[config.mk]
export PLATFORM = sky130hd
export DESIGN_NAME = utf8_to_bmp_codepoint_decoder
export DESIGN_NICKNAME = d
export VERILOG_FILES = /design/src/sv/u2b_pkg.sv /design/src/sv/u2b_decode.sv /design/src/sv/u2b_emit.sv /design/src/sv/utf8_to_bmp_codepoint_decoder.sv
export SDC_FILE = /design/constraint.sdc
export NUM_CORES = 1
export LEC_CHECK = 0
export BUFFER_PORTS_ARGS = -buffer_cell sky130_fd_sc_hd__buf_2
export CAP_MARGIN = 15
export CORE_MARGIN = 4
export CORE_UTILIZATION = 56
export DETAILED_ROUTE_END_ITERATION = 8
export HOLD_SLACK_MARGIN = 0.08
export PLACE_DENSITY = 0.87
export RECOVER_POWER = 100
export SYNTH_ARGS = -nofsm -noshare
export SYNTH_HDL_FRONTEND = slang
export SYNTH_SLANG_ARGS = --single-unit
[constraint.sdc]
create_clock -name i_clk -period 3.34 [get_ports i_clk]
set_input_delay 0.167 -clock i_clk [delete_from_list [all_inputs] [get_ports i_clk]]
set_output_delay 0.167 -clock i_clk [all_outputs]
set_load 0.05 [all_outputs]
[src/sv/u2b_pkg.sv]
// Shared types, constants and helper functions for the UTF-8 to BMP decoder.
// No dependencies; imported by every module of the block.
package u2b_pkg;

    localparam logic [15:0] QMARK = 16'h003F;
    localparam int unsigned MAX_RESULTS = 4;
    localparam int unsigned CNT_W = $clog2(MAX_RESULTS + 1);

    // One batch of results caused by a single input item. Every result but the
    // final one is a question mark without the end-of-text flag.
    typedef struct packed {
        logic [CNT_W-1:0] count;
        logic [15:0]      code_point;
        logic             end_of_text;
    } t_batch;

    // Continuation bytes needed after a lead byte, or zero for a byte that is no lead.
    function automatic logic [1:0] lead_need(input logic [7:0] lead);
        logic [1:0] need;
        if ((lead & 8'hE0) == 8'hC0) begin
            need = 2'd1;
        end else if ((lead & 8'hF0) == 8'hE0) begin
            need = 2'd2;
        end else if ((lead & 8'hF8) == 8'hF0) begin
            need = 2'd3;
        end else begin
            need = 2'd0;
        end
        return need;
    endfunction

endpackage

[src/sv/u2b_decode.sv]
// Sequence state and single-pass decode of one byte into a result batch.
// Depends on u2b_pkg.
module u2b_decode
    import u2b_pkg::*;
(
    input  logic       i_clk,
    input  logic       i_rst_n,
    input  logic       i_adv,
    input  logic [7:0] i_byte,
    output t_batch     o_batch
);

    logic [7:0] r_lead, n_lead;
    logic [1:0] r_cnt, n_cnt;
    logic [5:0] r_pay0;
    logic       w_pay0;

    logic [1:0] need;
    logic       cont;
    logic [CNT_W-1:0] n_q;
    logic       f_res;
    logic [15:0] f_cp;
    logic        f_eot;
    logic        f_hold;
    logic [15:0] seq_cp;

    always_comb begin
        need = lead_need(r_lead);
        cont = (i_byte[7:6] == 2'b10);

        // Decode of the byte as the start of something new.
        f_res  = 1'b1;
        f_cp   = QMARK;
        f_eot  = 1'b0;
        f_hold = 1'b0;
        if (i_byte == 8'h00) begin
            f_cp  = 16'h0000;
            f_eot = 1'b1;
        end else if (i_byte[7] == 1'b0) begin
            f_cp = {8'h00, i_byte};
        end else if (lead_need(i_byte) != 2'd0) begin
            f_res  = 1'b0;
            f_hold = 1'b1;
        end

        if (need == 2'd1) begin
            seq_cp = {5'b00000, r_lead[4:0], i_byte[5:0]};
        end else if (need == 2'd2) begin
            seq_cp = {r_lead[3:0], r_pay0, i_byte[5:0]};
        end else begin
            seq_cp = QMARK;
        end

        n_lead    = r_lead;
        n_cnt     = r_cnt;
        w_pay0    = 1'b0;
        n_q       = '0;
        o_batch   = '{count: '0, code_point: QMARK, end_of_text: 1'b0};

        if (r_lead != 8'h00 && cont) begin
            if ({1'b0, r_cnt} + 3'd1 >= {1'b0, need}) begin
                o_batch.count      = CNT_W'(1);
                o_batch.code_point = seq_cp;
                n_lead = 8'h00;
                n_cnt  = 2'd0;
            end else begin
                // Only the first continuation ever feeds a code point; later ones
                // just advance the count of a four-byte sequence.
                w_pay0 = (r_cnt == 2'd0);
                n_cnt  = r_cnt + 2'd1;
            end
        end else begin
            // A broken sequence flushes the lead and each held continuation.
            if (r_lead != 8'h00) begin
                n_q = (r_cnt >= 2'd2) ? CNT_W'(3) : CNT_W'(r_cnt) + CNT_W'(1);
            end
            n_lead = f_hold ? i_byte : 8'h00;
            n_cnt  = 2'd0;
            o_batch.count = n_q + CNT_W'(f_res);
            if (f_res) begin
                o_batch.code_point  = f_cp;
                o_batch.end_of_text = f_eot;
            end
        end
    end

    always_ff @(posedge i_clk) begin
        if (!i_rst_n) begin
            r_lead <= 8'h00;
            r_cnt  <= 2'd0;
        end else if (i_adv) begin
            r_lead <= n_lead;
            r_cnt  <= n_cnt;
        end
    end

    always_ff @(posedge i_clk) begin
        if (i_adv && w_pay0) begin
            r_pay0 <= i_byte[5:0];
        end
    end

endmodule

[src/sv/u2b_emit.sv]
// Result register that hands out one batch, one result item per cycle while
// i_stall is low. Depends on u2b_pkg.
module u2b_emit
    import u2b_pkg::*;
(
    input  logic        i_clk,
    input  logic        i_rst_n,
    input  logic        i_load,
    input  t_batch      i_batch,
    input  logic        i_stall,
    output logic        o_free,
    output logic        o_valid,
    output logic [15:0] o_code_point,
    output logic        o_end_of_text,
    output logic        o_last
);

    logic [CNT_W-1:0] r_cnt, n_cnt;
    logic [15:0]      r_cp;
    logic             r_eot;
    logic             final_one;

    assign final_one = (r_cnt == CNT_W'(1));
    assign o_valid   = (r_cnt != '0);
    assign o_free    = (r_cnt == '0) || (final_one && !i_stall);
    assign o_last    = final_one;
    assign o_code_point  = final_one ? r_cp : QMARK;
    assign o_end_of_text = final_one & r_eot;

    always_comb begin
        n_cnt = r_cnt;
        if (i_load) begin
            n_cnt = i_batch.count;
        end else if (o_valid && !i_stall) begin
            n_cnt = r_cnt - CNT_W'(1);
        end
    end

    always_ff @(posedge i_clk) begin
        if (!i_rst_n) begin
            r_cnt <= '0;
        end else begin
            r_cnt <= n_cnt;
        end
    end

    always_ff @(posedge i_clk) begin
        if (i_load) begin
            r_cp  <= i_batch.code_point;
            r_eot <= i_batch.end_of_text;
        end
    end

endmodule

[src/sv/utf8_to_bmp_codepoint_decoder.sv]
// UTF-8 byte stream to 16-bit code point decoder, top level.
// Each byte passes the input register, then the decode, into the result register.
// One byte per cycle while each byte gives at most one result and i_stall is low;
// a byte flushing a broken sequence holds the result register until all are taken.
// Reset (synchronous, active low) drops any pending sequence and empties both stages.
// Depends on u2b_pkg, u2b_decode and u2b_emit.
module utf8_to_bmp_codepoint_decoder
    import u2b_pkg::*;
(
    input  logic        i_clk,
    input  logic        i_rst_n,
    input  logic        i_valid,
    output logic        o_stall,
    input  logic [7:0]  i_in_byte,
    output logic        o_valid,
    input  logic        i_stall,
    output logic [15:0] o_code_point,
    output logic        o_end_of_text,
    output logic        o_last
);

    logic       r_in_valid;
    logic [7:0] r_in_byte;
    logic       emit_free;
    logic       adv;
    logic       take;
    t_batch     batch;

    assign adv     = r_in_valid && emit_free;
    assign o_stall = r_in_valid && !emit_free;
    assign take    = i_valid && !o_stall;

    always_ff @(posedge i_clk) begin
        if (!i_rst_n) begin
            r_in_valid <= 1'b0;
        end else if (take) begin
            r_in_valid <= 1'b1;
        end else if (adv) begin
            r_in_valid <= 1'b0;
        end
    end

    always_ff @(posedge i_clk) begin
        if (take) begin
            r_in_byte <= i_in_byte;
        end
    end

    u2b_decode u_decode (
        .i_clk   (i_clk),
        .i_rst_n (i_rst_n),
        .i_adv   (adv),
        .i_byte  (r_in_byte),
        .o_batch (batch)
    );

    u2b_emit u_emit (
        .i_clk         (i_clk),
        .i_rst_n       (i_rst_n),
        .i_load        (adv),
        .i_batch       (batch),
        .i_stall       (i_stall),
        .o_free        (emit_free),
        .o_valid       (o_valid),
        .o_code_point  (o_code_point),
        .o_end_of_text (o_end_of_text),
        .o_last        (o_last)
    );

endmodule

**Word level (Yosys, flattened, before mapping)**

Cells that the tools add are included.

- Bits in registers: 45
- Input port bits: 12
- Output and inout port bits: 20
- Logic and storage cells: 85

- Add/sub/neg operators: 4
- Magnitude comparators: 2
- Eq/ne operators: 11
- Multiplexer cells: 37
- Bitwise gates (word level): 2
- Reduce and logical (&&, ||, !) cells: 21

Operator list:

| operator | count |
|---|---|
| 16-bit 2-to-1 mux | 4 |
| 17-bit 2-to-1 mux | 2 |
| 8-bit 2-to-1 mux | 3 |
| 2-bit 2-to-1 mux | 10 |
| 19-bit 2-to-1 mux | 1 |
| 3-bit 2-to-1 mux | 5 |
| 1-bit 2-to-1 mux | 11 |
| 5-bit equality test (second input constant) | 2 |
| 4-bit equality test (second input constant) | 2 |
| 8-bit logical NOT | 1 |
| 8-bit nonzero test | 1 |
| 1-bit logical AND | 7 |
| 7-bit 2-to-1 mux | 1 |
| 3-bit equality test (second input constant) | 2 |
| 2-bit nonzero test | 3 |
| 2-bit equality test (second input constant) | 2 |
| 2-bit by 1-bit adder with 3-bit output (second input constant) | 1 |
| 3-bit by 1-bit adder with 3-bit output | 1 |
| 3-bit by 1-bit equality test with 1-bit output (second input constant) | 1 |
| 3-bit by 2-bit greater-or-equal comparator with 1-bit output | 1 |
| 1-bit logical NOT | 3 |
| 3-bit logical NOT | 1 |
| 3-bit nonzero test | 1 |
| 3-bit by 1-bit subtractor with 3-bit output (second input constant) | 1 |
| other kinds (10) | 10 |

**Longest topological paths before layout**

- Word-level depth: 13
- Depth in mapped cells: 7
- Depth with buffers taken out: 7

**Cells and area by module**

From an unflattened synthesis, not the netlist that was laid out.

- Cells, all modules: 190
- Area total of the unflattened synthesis: 2,214.6 um2

By module, submodules not included:

| module | times used | cells each | area each (um2) | sequential area each (um2) |
|---|---|---|---|---|
| u2b_decode | 1 | 113 | 1,052.3 | 380.4 |
| u2b_emit | 1 | 64 | 868.3 | 570.5 |
| utf8_to_bmp_codepoint_decoder | 1 | 13 | 294.0 | 260.2 |

**Least setup slack after synthesis**

OpenSTA, ideal clock, no wires.

- Path kind: flip-flop to flip-flop
- From: register u_emit.r_cnt[0]
- To: register r_in_byte[0], enable pin
- Library setup time: 0.343 ns
- Data arrival time: 2.348 ns
- Required time: 2.997 ns
- Setup slack: 0.648 ns
- Stages on the path, launching flop included: 7
- Buffers on the path: 0
- Clock period less this slack: 2.692 ns
- Cell sequence: dfxtp_1 -> inv_1 -> ha_1 -> nand2b_1 -> nand2_1 -> a21oi_1 -> nor2b_1

- Word-level cells in the longest chain between the ends: 7
- Elaborated cells between the ends (all ways): 8
- Those cells by class: 1 x eq/ne; 7 x reduce/logical

RTL lines:

| item | line | RTL |
|---|---|---|
| from (decl) | u2b_emit.sv:18 | `logic [CNT_W-1:0] r_cnt, n_cnt;` |
| from (signal assigned) | u2b_emit.sv:43 | `r_cnt <= n_cnt;` |
| 3-bit by 1-bit equality test with 1-bit output | u2b_emit.sv:23 | `assign final_one = (r_cnt == CNT_W'(1));` |
| 1-bit logical AND | u2b_emit.sv:25 | `assign o_free = (r_cnt == '0) \|\| (final_one && !i_stall);` |
| 1-bit logical OR * | u2b_emit.sv:25 |  |
| 1-bit logical NOT * | utf8_to_bmp_codepoint_decoder.sv:30 | `assign o_stall = r_in_valid && !emit_free;` |
| 1-bit logical AND * | utf8_to_bmp_codepoint_decoder.sv:30 |  |
| net o_stall | utf8_to_bmp_codepoint_decoder.sv:13 | `output logic o_stall,` |
| 1-bit logical NOT * | utf8_to_bmp_codepoint_decoder.sv:31 | `assign take = i_valid && !o_stall;` |
| 1-bit logical AND * | utf8_to_bmp_codepoint_decoder.sv:31 |  |
| net take | utf8_to_bmp_codepoint_decoder.sv:26 | `logic take;` |
| to (signal assigned) | utf8_to_bmp_codepoint_decoder.sv:45 | `r_in_byte <= i_in_byte;` |
| to (decl) | utf8_to_bmp_codepoint_decoder.sv:23 | `logic [7:0] r_in_byte;` |

Mark *: on every way through the listed nets, which the timed path passes. The rest lies on a longest branch.
A chain may end at the register's enable or synchronous reset.

**Worst setup path after layout**

- From: register u_emit.r_cnt[1]
- To: register u_decode.r_pay0[4], enable pin

- Word-level cells in the longest chain between the ends: 5
- Elaborated cells between the ends (all ways): 6
- Those cells by class: 1 x eq/ne; 5 x reduce/logical

RTL lines:

| item | line | RTL |
|---|---|---|
| 3-bit by 1-bit equality test with 1-bit output | u2b_emit.sv:23 |  |
| 1-bit logical AND | u2b_emit.sv:25 |  |
| 1-bit logical OR * | u2b_emit.sv:25 |  |
| 1-bit logical AND * | utf8_to_bmp_codepoint_decoder.sv:29 | `assign adv = r_in_valid && emit_free;` |
| net adv | utf8_to_bmp_codepoint_decoder.sv:25 | `logic adv;` |
| 1-bit logical AND * | u2b_decode.sv:98 | `if (i_adv && w_pay0) begin` |
| to (signal assigned) | u2b_decode.sv:99 | `r_pay0 <= i_byte[5:0];` |
| to (decl) | u2b_decode.sv:15 | `logic [5:0] r_pay0;` |

Marked as above.

==> flow_summary.yaml <==
logic_synthesis:
  syn_nets: 196
  yosysTopAreaCell: "edfxtp_1"
  seq_area_frac_synth_pct: 56.9
  synth_common_cells: "31 x edfxtp_1, 16 x and2_1, 14 x dfxtp_1, 14 x nand2b_1, 11 x ha_1"
  yosys_warnings: 0
  syn-cell-area_sq_um: 2130
  async_flop_share_pct: 0
  ys_types: 43
  ys_seq_elements: 45
  synth_top_area_share_pct: 43.7
  synth.most_common_cell: "edfxtp_1"
  netlist_instances: 172
  synthFlopType: "edfxtp_1"
  synthTopCellsByArea: "edfxtp_1 44%, dfxtp_1 13%, ha_1 6.5%"
  avgSynthCellArea_sq_um: 12.4
  synth_edf_count: 31
drt:
  drt-total-wl_mm: 3.74
  drc_errors: 0
  post_drt_wl_per_cell_um: 14.0
  final_antenna_net_count: 0
  vias_per_cell: 5.39
  firstDrtPassIters: 4
  dr.first_iter.drc_count: 97
  vias: 1438
layout:
  regArea_sq_um: 1210
  multiInputGateArea_sq_um: 868
  fill_cells: 280
  nets: 242
  final_core_util_pct: 67.7
  drive_above_1_share_pct: 11.9
  antennaDiodeCount: 0
  syn2layout_area_growth_pct: 16.4
clock_network:
  cts_root_buf: "clkbuf_8"
  htreeDepth: 2
  cts_resized: 0
  post-cts-setup-buffers: 0
  cts_max_path_buffers: 2
  clk_pin_slew_ps: 80
  cts_tree: "done"
  cts_inserted_buffers: 5
  cts.sinks: 45
  clkLatencyLatePin_ps: 290
setup_path:
  critPathLaunchType: "register"
  startpoint: "u_emit.r_cnt[1]"
  arrival_ps: 2670
  reg2reg_depth: 7
  cp_max_fo: 23
  path_class: "reg2reg"
  crit_required_ps: 3310
  crit_path_end_kind: "register"
  rr_startpoint: "u_emit.r_cnt[1]"
power:
  seq_power_share_pct: 43.8
  netSwitchingFraction_pct: 39.9
  clockPowerShare_pct: 18.6
  combPwrFrac_pct: 37.6
  power.density_nw_per_um2: 693
  switchingPower_mw: 0.685
  total_power_mw: 1.72
  leakagePower_nw: 0.893
  p_int_mw: 1.03
  peakVddDrop_v: 0.000321
sta:
  rsz0062_at_grt: "no"
  skew_ps: 3.64
  setup_tns_ps: 0
  period_needed_ps: 2700
  hold_violations: 0
  final_max_slew_viol_count: 0
  setup_viol: 0
  period_share_pct: 80.7
  tightestPinTransition_ps: 1150
  fmax_mhz: 371
  maxSlewHeadroom_pct: 23.3
floorplan:
  initial_core_util_pct: 58.2
  rows: 22
  io_pins: 32
  die_y_um: 69.7
  die-width_um: 69.7
  die-area_sq_um: 4850
  core_area_sq_um: 3660
global_route:
  antenna_found_initial: 0
  grt_pass1_vias: 1415
  grt_overflow_total: 0
  grt_max_degree: 24
  grt_usage_pct: 16.7
  grt_pass1_wl_mm: 6.51
min_path:
  hold_class: "in2reg"
  hp-start: "i_valid"
  holdPathStages: 2
placement:
  gp_congestion: 0.768
  port_buffers: 31
  dpl.hpwl_mm: 2.64
flow_run:
  maxCapViolations: 0
status:
  status: "completed"
power by group through the flow:
stage | logic (mW) | registers (mW) | clock network [mW]
2_1_floorplan | 0.534 | 0.748 | 0
3_3_place_gp | 0.658 | 0.761 | 0
3_5_place_dp | 0.668 | 0.764 | 0
4_1_cts | 0.679 | 0.751 | 0.325
5_1_grt | 0.707 | 0.763 | 0.355
6_report | 0.645 | 0.753 | 0.320
through the flow:
step	cell area, sq um	hold WS [ps]	setup WS [ps]	std cells
floorplan	2130	266	648	172
global placement	2360	343	903	251
detailed placement	2360	345	870	251
CTS	2520	97.0	816	267
global route	2480	103	431	267
finish	2480	96.8	644	267
kinds of logic after synthesis:
family | share of synthesized area (%)
AO/OA/AOI/OAI | 12.5
XOR/XNOR | 0.823
adder cells (fa/ha/maj) | 7.40
buffers and inverters | 1.76
flip-flops | 56.9
multiplexers | 0.529
AND/OR/NAND/NOR | 20.2
path summary, 6_finish.rpt:
check | end | slack, ps
max | u_decode.r_pay0[4] | 640
min | r_in_valid | 100
max reg2reg | u_decode.r_pay0[4] | 640
min reg2reg | u_decode.r_lead[7] | 520
placed cells by master (no fill, tap or decap), drive strengths merged, types with 4 or more instances in the layout:
cell | Yosys | layout
a22o | 4 | 4
a21oi | 4 | 4
edfxtp | 31 | 31
and2 | 16 | 16
nand2b | 14 | 14
clkbuf | 3 | 28
nand2 | 7 | 7
dlygate4sd3 | 0 | 8
nand3 | 4 | 4
o21ai | 4 | 4
nor2b | 7 | 7
or4 | 4 | 4
buf | 0 | 12
inv | 6 | 6
dfxtp | 14 | 14
a32o | 6 | 6
nor2 | 7 | 7
ha | 11 | 11
worst max-delay path, stage by stage (launching register included):
cell,delay [ps]
dfxtp_1,310
inv_1,90
ha_1,160
nor2b_1,170
o21ai_0,200
clkinv_1,110
clkbuf_1,850
and3_1,480
registers in the layout, summed over array words and instances, names as in the netlist:
| register | flops |
|---|---|
| u_emit.r_cp | 16 |
| r_in_byte | 8 |
| u_decode.r_lead | 8 |
| u_decode.r_pay0 | 6 |
| u_emit.r_cnt | 3 |
| u_decode.r_cnt | 2 |
| r_in_valid | 1 |
| u_emit.r_eot | 1 |
layer usage:
metal | GRT usage, % | vias to the layer above | wire, um
li1 | - | 724 | -
met1 | 21.1 | 668 | 1680
met2 | 27.4 | 39 | 1800
met3 | 3.62 | 7 | 198
met4 | 7.66 | 0 | 72
met5 | 0 | - | 0
layout make-up:
| type | count | area share [%] |
|---|---|---|
| flip-flops and latches | 45 | 48.9 |
| multi-input cells | 117 | 35.0 |
| repair buffers | 42 | 9.09 |
| clock buffers | 6 | 2.93 |
| well taps | 48 | 2.42 |
| inverters | 7 | 1.06 |
| clock inverters | 2 | 0.606 |
timing repair:
item                                   in CTS  in global routing
endpoints found under the hold margin       8                  0
setup endpoints to repair                   0                  0
hold buffers                                8                  0
Note: power is estimated with default switching activity, not from simulation.
